File: config.mk
export PLATFORM = sky130hd
export DESIGN_NAME = multi_waveform_generator_unit
export DESIGN_NICKNAME = d
export VERILOG_FILES = /design/src/mwg_pkg.sv /design/src/mwg_cfg.sv /design/src/mwg_phase.sv /design/src/mwg_shape.sv /design/src/multi_waveform_generator_unit.sv
export SDC_FILE = /design/constraint.sdc
export NUM_CORES = 1
export LEC_CHECK = 0
export BUFFER_PORTS_ARGS = -buffer_cell sky130_fd_sc_hd__buf_2
export CAP_MARGIN = 20
export CELL_PAD_IN_SITES_DETAIL_PLACEMENT = 0
export CELL_PAD_IN_SITES_GLOBAL_PLACEMENT = 1
export CORE_UTILIZATION = 55
export CTS_BUF_LIST = sky130_fd_sc_hd__clkbuf_8
export CTS_CLUSTER_SIZE = 40
export DETAILED_ROUTE_END_ITERATION = 6
export PLACE_DENSITY = 0.92
export SYNTH_ARGS = -nofsm -noshare
export SYNTH_HDL_FRONTEND = slang
export SYNTH_SLANG_ARGS = --single-unit
File: constraint.sdc
create_clock -name clk -period 16.3 [get_ports clk]
set_input_delay 0 -clock clk [delete_from_list [all_inputs] [get_ports clk]]
set_output_delay 0 -clock clk [all_outputs]
set_load 0.02 [all_outputs]
File: src/mwg_pkg.sv
// ----------------------------------------------------------------------------
// mwg_pkg
// Shared types, codes and the quarter-wave sine table for the waveform
// generator.
// ----------------------------------------------------------------------------
package mwg_pkg;

    // output sample format
    localparam int AMPLITUDE = 127;
    localparam int MAG_W     = 7;
    localparam int SAMPLE_W  = 8;

    // sine table geometry
    localparam int SINE_TABLE_BITS = 10;
    localparam int QUARTER_BITS    = SINE_TABLE_BITS - 2;
    localparam int QUARTER         = 1 << QUARTER_BITS;

    // apb port geometry
    localparam int ADDR_W = 4;
    localparam int DATA_W = 32;
    localparam int STEP_W = 32;

    // fixed point constants for the sine series
    localparam logic [63:0] HALF_PI_Q30 = 64'd1686629713;
    localparam logic [63:0] ONE_Q30     = 64'd1 << 30;

    // register reset values
    localparam logic [2:0]        WAVE_SEL_RESET   = 3'd0;
    localparam logic [STEP_W-1:0] PHASE_STEP_RESET = 32'd42852281;
    localparam int                DUTY_RESET       = 1966;

    typedef enum logic [2:0] {
        WAVE_PULSE    = 3'd0,
        WAVE_SAW      = 3'd1,
        WAVE_SINE     = 3'd2,
        WAVE_SQUARE   = 3'd3,
        WAVE_TRIANGLE = 3'd4
    } wave_t;

    typedef enum logic [1:0] {
        REG_WAVE_SEL   = 2'd0,
        REG_PHASE_STEP = 2'd1,
        REG_DUTY       = 2'd2
    } reg_idx_t;

    typedef logic [MAG_W-1:0] mag_t;
    typedef mag_t sine_tab_t [QUARTER];

    // quarter-wave magnitudes, taylor series up to x^11 in q30, built at elaboration
    function automatic sine_tab_t sine_table_init();
        sine_tab_t   tab;
        logic [63:0] x;
        logic [63:0] x2;
        logic [63:0] t;
        logic [63:0] s;
        for (int i = 0; i < QUARTER; i++)
        begin
            x  = (64'(i) * HALF_PI_Q30) >> QUARTER_BITS;
            x2 = (x * x) >> 30;
            t  = ONE_Q30 - x2 / 64'd110;
            t  = ONE_Q30 - ((x2 * t) >> 30) / 64'd72;
            t  = ONE_Q30 - ((x2 * t) >> 30) / 64'd42;
            t  = ONE_Q30 - ((x2 * t) >> 30) / 64'd20;
            t  = ONE_Q30 - ((x2 * t) >> 30) / 64'd6;
            s  = (x * t) >> 30;
            if (s > ONE_Q30)
            begin
                s = ONE_Q30;
            end
            tab[i] = MAG_W'((64'(AMPLITUDE) * s) >> 30);
        end
        return tab;
    endfunction

    localparam sine_tab_t SINE_TABLE = sine_table_init();

endpackage

File: src/mwg_cfg.sv
// ----------------------------------------------------------------------------
// mwg_cfg
// APB register file: waveform select, phase step and pulse duty.
// ----------------------------------------------------------------------------
module mwg_cfg import mwg_pkg::*;
#(
    parameter int DUTY_BITS = 16
)
(
    input  logic                 clk,
    input  logic                 rst_n,
    input  logic                 psel,
    input  logic                 penable,
    input  logic                 pwrite,
    input  logic [ADDR_W-1:0]    paddr,
    input  logic [DATA_W-1:0]    pwdata,
    output logic [DATA_W-1:0]    prdata,
    output logic                 pready,
    output logic [2:0]           wave_sel,
    output logic [STEP_W-1:0]    phase_step,
    output logic [DUTY_BITS-1:0] duty_fraction
);

    logic [2:0]           wave_sel_reg;
    logic [STEP_W-1:0]    phase_step_reg;
    logic [DUTY_BITS-1:0] duty_reg;
    logic                 wr_en;
    reg_idx_t             reg_idx;

    assign pready  = 1'b1;
    assign wr_en   = psel && penable && pwrite;
    assign reg_idx = reg_idx_t'(paddr[3:2]);

    // register writes
    always_ff @(posedge clk or negedge rst_n)
    begin
        if (!rst_n)
        begin
            wave_sel_reg   <= WAVE_SEL_RESET;
            phase_step_reg <= PHASE_STEP_RESET;
            duty_reg       <= DUTY_BITS'(DUTY_RESET);
        end
        else if (wr_en)
        begin
            unique case (reg_idx)
                REG_WAVE_SEL:   wave_sel_reg   <= pwdata[2:0];
                REG_PHASE_STEP: phase_step_reg <= pwdata[STEP_W-1:0];
                REG_DUTY:       duty_reg       <= pwdata[DUTY_BITS-1:0];
                default:        ;
            endcase
        end
    end

    // register reads
    always_comb
    begin
        unique case (reg_idx)
            REG_WAVE_SEL:   prdata = DATA_W'(wave_sel_reg);
            REG_PHASE_STEP: prdata = DATA_W'(phase_step_reg);
            REG_DUTY:       prdata = DATA_W'(duty_reg);
            default:        prdata = '0;
        endcase
    end

    assign wave_sel      = wave_sel_reg;
    assign phase_step    = phase_step_reg;
    assign duty_fraction = duty_reg;

endmodule

File: src/mwg_phase.sv
// ----------------------------------------------------------------------------
// mwg_phase
// Phase accumulator with restart, and the captured phase of each transfer.
// ----------------------------------------------------------------------------
module mwg_phase import mwg_pkg::*;
#(
    parameter int PHASE_BITS = 32
)
(
    input  logic                  clk,
    input  logic                  rst_n,
    input  logic                  advance,
    input  logic                  restart,
    input  logic [STEP_W-1:0]     phase_step,
    output logic [PHASE_BITS-1:0] sample_phase
);

    logic [PHASE_BITS-1:0] acc_reg;
    logic [PHASE_BITS-1:0] acc_next;
    logic [PHASE_BITS-1:0] tap_reg;
    logic [PHASE_BITS-1:0] cur_phase;
    logic [PHASE_BITS-1:0] step_ext;

    // restart clears the phase before the sample is taken
    assign step_ext  = PHASE_BITS'(phase_step);
    assign cur_phase = restart ? '0 : acc_reg;
    assign acc_next  = cur_phase + step_ext;

    // accumulator, wraps at a full turn
    always_ff @(posedge clk or negedge rst_n)
    begin
        if (!rst_n)
        begin
            acc_reg <= '0;
        end
        else if (advance)
        begin
            acc_reg <= acc_next;
        end
    end

    // phase handed to the shaper
    always_ff @(posedge clk)
    begin
        if (advance)
        begin
            tap_reg <= cur_phase;
        end
    end

    assign sample_phase = tap_reg;

`ifndef SYNTHESIS
    a_restart_step: assert property (@(posedge clk) disable iff (!rst_n)
        advance && restart |=> acc_reg == PHASE_BITS'($past(phase_step)))
        else $error("phase after restart is not one step");
`endif

endmodule

File: src/mwg_shape.sv
// ----------------------------------------------------------------------------
// mwg_shape
// Maps one phase to a signed sample for the selected waveform.
// ----------------------------------------------------------------------------
module mwg_shape import mwg_pkg::*;
#(
    parameter int PHASE_BITS = 32,
    parameter int DUTY_BITS  = 16
)
(
    input  logic [PHASE_BITS-1:0]      phase,
    input  logic [2:0]                 wave_sel,
    input  logic [DUTY_BITS-1:0]       duty_fraction,
    output logic signed [SAMPLE_W-1:0] sample
);

    localparam int CMP_W = (PHASE_BITS > DUTY_BITS) ? PHASE_BITS : DUTY_BITS;
    localparam int P_W   = PHASE_BITS + MAG_W;
    localparam int unsigned DUTY_DEFAULT = (3 * (2 ** DUTY_BITS) + 50) / 100;
    localparam logic [PHASE_BITS-1:0] HALF = {1'b1, {(PHASE_BITS-1){1'b0}}};
    localparam logic [PHASE_BITS-2:0] QTR  = {1'b1, {(PHASE_BITS-2){1'b0}}};

    logic                    upper;
    logic [PHASE_BITS-2:0]   low;
    logic [DUTY_BITS-1:0]    width;
    logic [CMP_W-1:0]        p_al;
    logic [CMP_W-1:0]        off_al;
    logic [CMP_W-1:0]        w_al;
    logic [PHASE_BITS-1:0]   saw_d;
    logic [PHASE_BITS-2:0]   tri_d;
    logic                    tri_pos;
    mag_t                    saw_mag;
    mag_t                    tri_mag;
    logic [SINE_TABLE_BITS-1:0] k;
    logic [1:0]              quad;
    logic [QUARTER_BITS-1:0] r;
    logic [QUARTER_BITS-1:0] sin_idx;
    mag_t                    sin_mag;
    logic                    neg;
    mag_t                    mag;

    assign upper = phase[PHASE_BITS-1];
    assign low   = phase[PHASE_BITS-2:0];

    // pulse width aligned against the phase
    assign width  = (duty_fraction == '0) ? DUTY_BITS'(DUTY_DEFAULT) : duty_fraction;
    assign p_al   = CMP_W'(phase) << (CMP_W - PHASE_BITS);
    assign off_al = CMP_W'(low) << (CMP_W - PHASE_BITS);
    assign w_al   = CMP_W'(width) << (CMP_W - DUTY_BITS);

    // sawtooth: distance from half turn scaled by amplitude
    assign saw_d   = upper ? PHASE_BITS'(low) : (HALF - phase);
    assign saw_mag = MAG_W'((P_W'(AMPLITUDE) * P_W'(saw_d)) >> (PHASE_BITS - 1));

    // triangle: distance from quarter point within each half
    assign tri_d   = (low >= QTR) ? (low - QTR) : (QTR - low);
    assign tri_pos = (low >= QTR) ^ upper;
    assign tri_mag = MAG_W'((P_W'(AMPLITUDE) * P_W'(tri_d)) >> (PHASE_BITS - 2));

    // sine: fold the top bits into a quarter-wave lookup
    assign k       = phase[PHASE_BITS-1 -: SINE_TABLE_BITS];
    assign quad    = k[SINE_TABLE_BITS-1 -: 2];
    assign r       = k[QUARTER_BITS-1:0];
    assign sin_idx = quad[0] ? QUARTER_BITS'(~r + 1'b1) : r;
    assign sin_mag = (quad[0] && (r == '0)) ? MAG_W'(AMPLITUDE) : SINE_TABLE[sin_idx];

    // waveform select
    always_comb
    begin
        neg = 1'b0;
        mag = '0;
        case (wave_t'(wave_sel))
            WAVE_PULSE:
            begin
                if (p_al < w_al)
                begin
                    neg = 1'b1;
                    mag = MAG_W'(AMPLITUDE);
                end
                else if (upper && (off_al < w_al))
                begin
                    mag = MAG_W'(AMPLITUDE);
                end
            end
            WAVE_SAW:
            begin
                neg = !upper;
                mag = saw_mag;
            end
            WAVE_SINE:
            begin
                neg = quad[1];
                mag = sin_mag;
            end
            WAVE_SQUARE:
            begin
                neg = upper;
                mag = MAG_W'(AMPLITUDE);
            end
            WAVE_TRIANGLE:
            begin
                neg = !tri_pos;
                mag = tri_mag;
            end
            default:
            begin
                neg = 1'b0;
                mag = '0;
            end
        endcase
    end

    // apply sign
    assign sample = neg ? -$signed({1'b0, mag}) : $signed({1'b0, mag});

endmodule

File: src/multi_waveform_generator_unit.sv
// ----------------------------------------------------------------------------
// multi_waveform_generator_unit: dds phase accumulator with five waveforms
// pipeline: accepted phase held in the tap register, shaped sample in the sample register
// throughput: one sample per cycle unless stalled; the accumulator add is the only feedback
// reset: phase clears to zero, registers take their defaults, no sample pending
// ----------------------------------------------------------------------------
module multi_waveform_generator_unit import mwg_pkg::*;
#(
    parameter int PHASE_BITS = 32,
    parameter int DUTY_BITS  = 16
)
(
    input  logic                       clk,
    input  logic                       rst_n,
    input  logic                       psel,
    input  logic                       penable,
    input  logic                       pwrite,
    input  logic [ADDR_W-1:0]          paddr,
    input  logic [DATA_W-1:0]          pwdata,
    output logic [DATA_W-1:0]          prdata,
    output logic                       pready,
    input  logic                       in_valid,
    output logic                       in_ready,
    input  logic                       restart,
    output logic                       out_valid,
    input  logic                       out_ready,
    output logic signed [SAMPLE_W-1:0] sample
);

    logic [2:0]                 wave_sel;
    logic [STEP_W-1:0]          phase_step;
    logic [DUTY_BITS-1:0]       duty_fraction;
    logic [PHASE_BITS-1:0]      sample_phase;
    logic signed [SAMPLE_W-1:0] shaped;
    logic                       in_fire;
    logic                       out_free;
    logic                       s1_move;
    logic                       s1_valid_reg;
    logic                       s1_valid_next;
    logic                       out_valid_reg;
    logic                       out_valid_next;
    logic signed [SAMPLE_W-1:0] sample_reg;

    // configuration registers
    mwg_cfg #(
        .DUTY_BITS (DUTY_BITS)
    ) u_cfg (
        .clk           (clk),
        .rst_n         (rst_n),
        .psel          (psel),
        .penable       (penable),
        .pwrite        (pwrite),
        .paddr         (paddr),
        .pwdata        (pwdata),
        .prdata        (prdata),
        .pready        (pready),
        .wave_sel      (wave_sel),
        .phase_step    (phase_step),
        .duty_fraction (duty_fraction)
    );

    // phase accumulator and tap register
    mwg_phase #(
        .PHASE_BITS (PHASE_BITS)
    ) u_phase (
        .clk          (clk),
        .rst_n        (rst_n),
        .advance      (in_fire),
        .restart      (restart),
        .phase_step   (phase_step),
        .sample_phase (sample_phase)
    );

    // waveform shaping
    mwg_shape #(
        .PHASE_BITS (PHASE_BITS),
        .DUTY_BITS  (DUTY_BITS)
    ) u_shape (
        .phase         (sample_phase),
        .wave_sel      (wave_sel),
        .duty_fraction (duty_fraction),
        .sample        (shaped)
    );

    // pipeline flow control
    assign out_free = !out_valid_reg || out_ready;
    assign s1_move  = s1_valid_reg && out_free;
    assign in_ready = !s1_valid_reg || out_free;
    assign in_fire  = in_valid && in_ready;

    always_comb
    begin
        s1_valid_next = s1_valid_reg;
        if (in_fire)
        begin
            s1_valid_next = 1'b1;
        end
        else if (s1_move)
        begin
            s1_valid_next = 1'b0;
        end
    end

    always_comb
    begin
        out_valid_next = out_valid_reg;
        if (s1_move)
        begin
            out_valid_next = 1'b1;
        end
        else if (out_ready)
        begin
            out_valid_next = 1'b0;
        end
    end

    // valid flags
    always_ff @(posedge clk or negedge rst_n)
    begin
        if (!rst_n)
        begin
            s1_valid_reg  <= 1'b0;
            out_valid_reg <= 1'b0;
        end
        else
        begin
            s1_valid_reg  <= s1_valid_next;
            out_valid_reg <= out_valid_next;
        end
    end

    // sample register
    always_ff @(posedge clk)
    begin
        if (s1_move)
        begin
            sample_reg <= shaped;
        end
    end

    assign out_valid = out_valid_reg;
    assign sample    = sample_reg;

`ifndef SYNTHESIS
    a_accept_fills: assert property (@(posedge clk) disable iff (!rst_n)
        in_fire |=> s1_valid_reg)
        else $error("input transfer did not reach the phase tap");

    a_stall_holds: assert property (@(posedge clk) disable iff (!rst_n)
        s1_valid_reg && out_valid_reg && !out_ready |=> s1_valid_reg && out_valid_reg)
        else $error("pending sample dropped during stall");

    a_sample_range: assert property (@(posedge clk) disable iff (!rst_n)
        out_valid |-> sample != -8'sd128)
        else $error("sample outside amplitude range");
`endif

endmodule
==> impl_metrics.tcl <==
set metrics [dict create \
    drc 0 \
    critPathMaxFanout 7 \
    worst-endpoint-required_ns 16.52 \
    critPathLaunch "u_phase.sample_phase[0]" \
    worst_pin_slew_ns 1.00 \
    critPathSlowestCell "a2111oi_0" \
    cts_resized 0 \
    hp-start "paddr[3]" \
    ios 87 \
    drive_gt1_share_pct 11.7 \
    yosys_warnings 0 \
    postSynthAreaPerCell_um2 9.05 \
    first_iter_violations 864 \
    clk_pin_slew_ns 0.10 \
    clkSinkCount 125 \
    met3_usage_pct 2.71 \
    htreeDepth 4 \
    diodes 0 \
    grt.overflow.total 0 \
    synthTopCellsByArea "fa_1, ha_1, dfrtp_1, inv_1, edfxtp_1" \
    syn_to_final_growth_pct 8.44 \
    synth_edf_count 40 \
    postCtsSetupBuffers 0 \
    hold_path_class "primary input to register" \
    drv_cap 0 \
    dr.pass1.iters 6 \
    final_common_cell "inv_1" \
    hpwl_um 36200 \
    grt_start_max_net_pins 68 \
    ant_nets 0 \
    busiest_layer "met2" \
    num_vias 14900 \
    synth_area_um2 19000 \
    start_util_pct 56.3 \
    io_buffer_count 83 \
    setup_viol 0 \
    hold_viol_final 0 \
    coreArea_um2 33800 \
    grt_pass1_wl_um 74200 \
    critPathCaptureType "register" \
    async_reset_ff_share_pct 68.0 \
    fin_crit_ns 8.80 \
    rsz0062_at_grt "no" \
    fp.dieW_um 188 \
    arrival_ns 9.03 \
    synth_flop_cell "dfrtp_1" \
    r2r-start "u_phase.sample_phase[0]" \
    die_area_um2 35300 \
    slowest_delay_ns 0.68 \
    slew_violations 0 \
    grt_usage_pct 26.0 \
    cts_made_buffers 17 \
    syn-num-nets 2538 \
    first_global_vias 15200 \
    die_h_um 188 \
    worstSetupStartpointType "register" \
    std_cell_rows 67 \
    synth_area_leader_cell "fa_1" \
    synth-seq-cells 125 \
    routedWlPerCell_um 16.9 \
    grtUsageMet2_pct 42.9 \
    cts_buffer_depth 2 \
    worstSetupPathType "register to register" \
    cts-root-buf "clkbuf_8" \
    status "complete, no violations" \
    yosysTopAreaCellShare_pct 22.0 \
    nets 2621 \
    cts_tree "done" \
    gp_congestion 0.931 \
    drt-total-wl_um 44800 \
    synthCells 2102 \
    clk_latency_ns 0.47 \
    clock_skew_ns 0.0195 \
    antenna_found_initial 0 \
    grt_util_met1_pct 35.9 \
    yosysSeqAreaShare_pct 17.7 \
    post-route-period-util_pct 54.0 \
    viasPerCell 5.63 \
    max_freq_mhz 114 \
    relSlewSlack_pct 32.7 \
    fin_setup_tns_ns 0 \
    layout_common_cells "inv_1, fa_1, ha_1, nor2_1, a21oi_1" \
    synth_cell_types 101 \
    nFillCells 2795 \
]
## kinds of logic after synthesis
group | synth area share, %
simple gates | 13.2
flops | 17.7
other cells | 0.0197
fa+ha+maj | 34.1
buf+inv | 9.29
mux | 3.97
compound gates | 15.2
xor+xnor | 6.60
## worst paths after layout
kind,end,slack (ns),cells after the start
max,sample[4],7.50,30
min,u_cfg.wave_sel[1],0.08,3
max reg2reg,sample[4],7.50,30
min reg2reg,u_phase.acc_reg[21],0.48,2
max in group asynchronous,u_cfg.wave_sel[0],15.36,4
min in group asynchronous,u_cfg.duty_fraction[2],0.09,2
## cells in the mapped netlist, types with 43 or more instances
library cell  instances
nor2b_1              49
xnor2_1              91
inv_1               380
fa_1                209
dfrtp_1              60
ha_1                183
mux2_2               47
nand2_1             105
a21oi_1             113
nor2_1              125
xor2_1               43
o21ai_0              94
## final cells by class
| class | count | area, um2 | area share (%) |
|---|---|---|---|
| clock buffer | 17 | 234 | 1.13 |
| multi-input combinational | 1521 | 13900 | 67.4 |
| timing repair buffer | 137 | 951 | 4.61 |
| inverter | 383 | 1440 | 6.97 |
| sequential | 125 | 3360 | 16.3 |
| clock inverter | 15 | 175 | 0.849 |
| tap | 448 | 561 | 2.72 |
## routing by layer
metal  up-vias  share of wire (%)  wire [um]
met2       369                 48      21500
li1       7198                  -          -
met5         -                  0          0
met3        62                4.7       2100
met4         0                2.4       1050
met1      7272                 45      20100
## worst max-delay path, delay by kind of cell (launching register included)
kind / cells / cell delay [ns]
simple gates: 14 / 2.94
xor+xnor: 2 / 0.58
buf+inv: 4 / 0.36
fa+ha+maj: 7 / 2.89
mux: 1 / 0.46
compound gates: 2 / 0.77
flops: 1 / 0.56
## timing repair
item,4_1_cts,5_1_grt
endpoints found under the hold margin,83,0
setup endpoints to repair,0,0
hold buffers,37,0
## per-stage QoR
| stage | setup slack [ns] | hold WS (ns) | utilization [%] | cells | cell area [um2] |
|---|---|---|---|---|---|
| 2_1_floorplan | 8.77 | -0.296 | - | 2102 | 19000 |
| 3_3_place_gp | 7.49 | -0.0500 | 58.6 | 2574 | 19800 |
| 3_5_place_dp | 7.43 | -0.0465 | 58.6 | 2574 | 19800 |
| 4_1_cts | 7.41 | 0.0567 | 60.9 | 2643 | 20600 |
| 5_1_grt | 6.77 | 0.0900 | 61.1 | 2646 | 20600 |
| 6_report | 7.50 | 0.0770 | 61.1 | 2646 | 20600 |
Power is left out: the tool's default activity adds up to more than one toggle a clock period on the data nets, which glitch-free logic cannot reach.
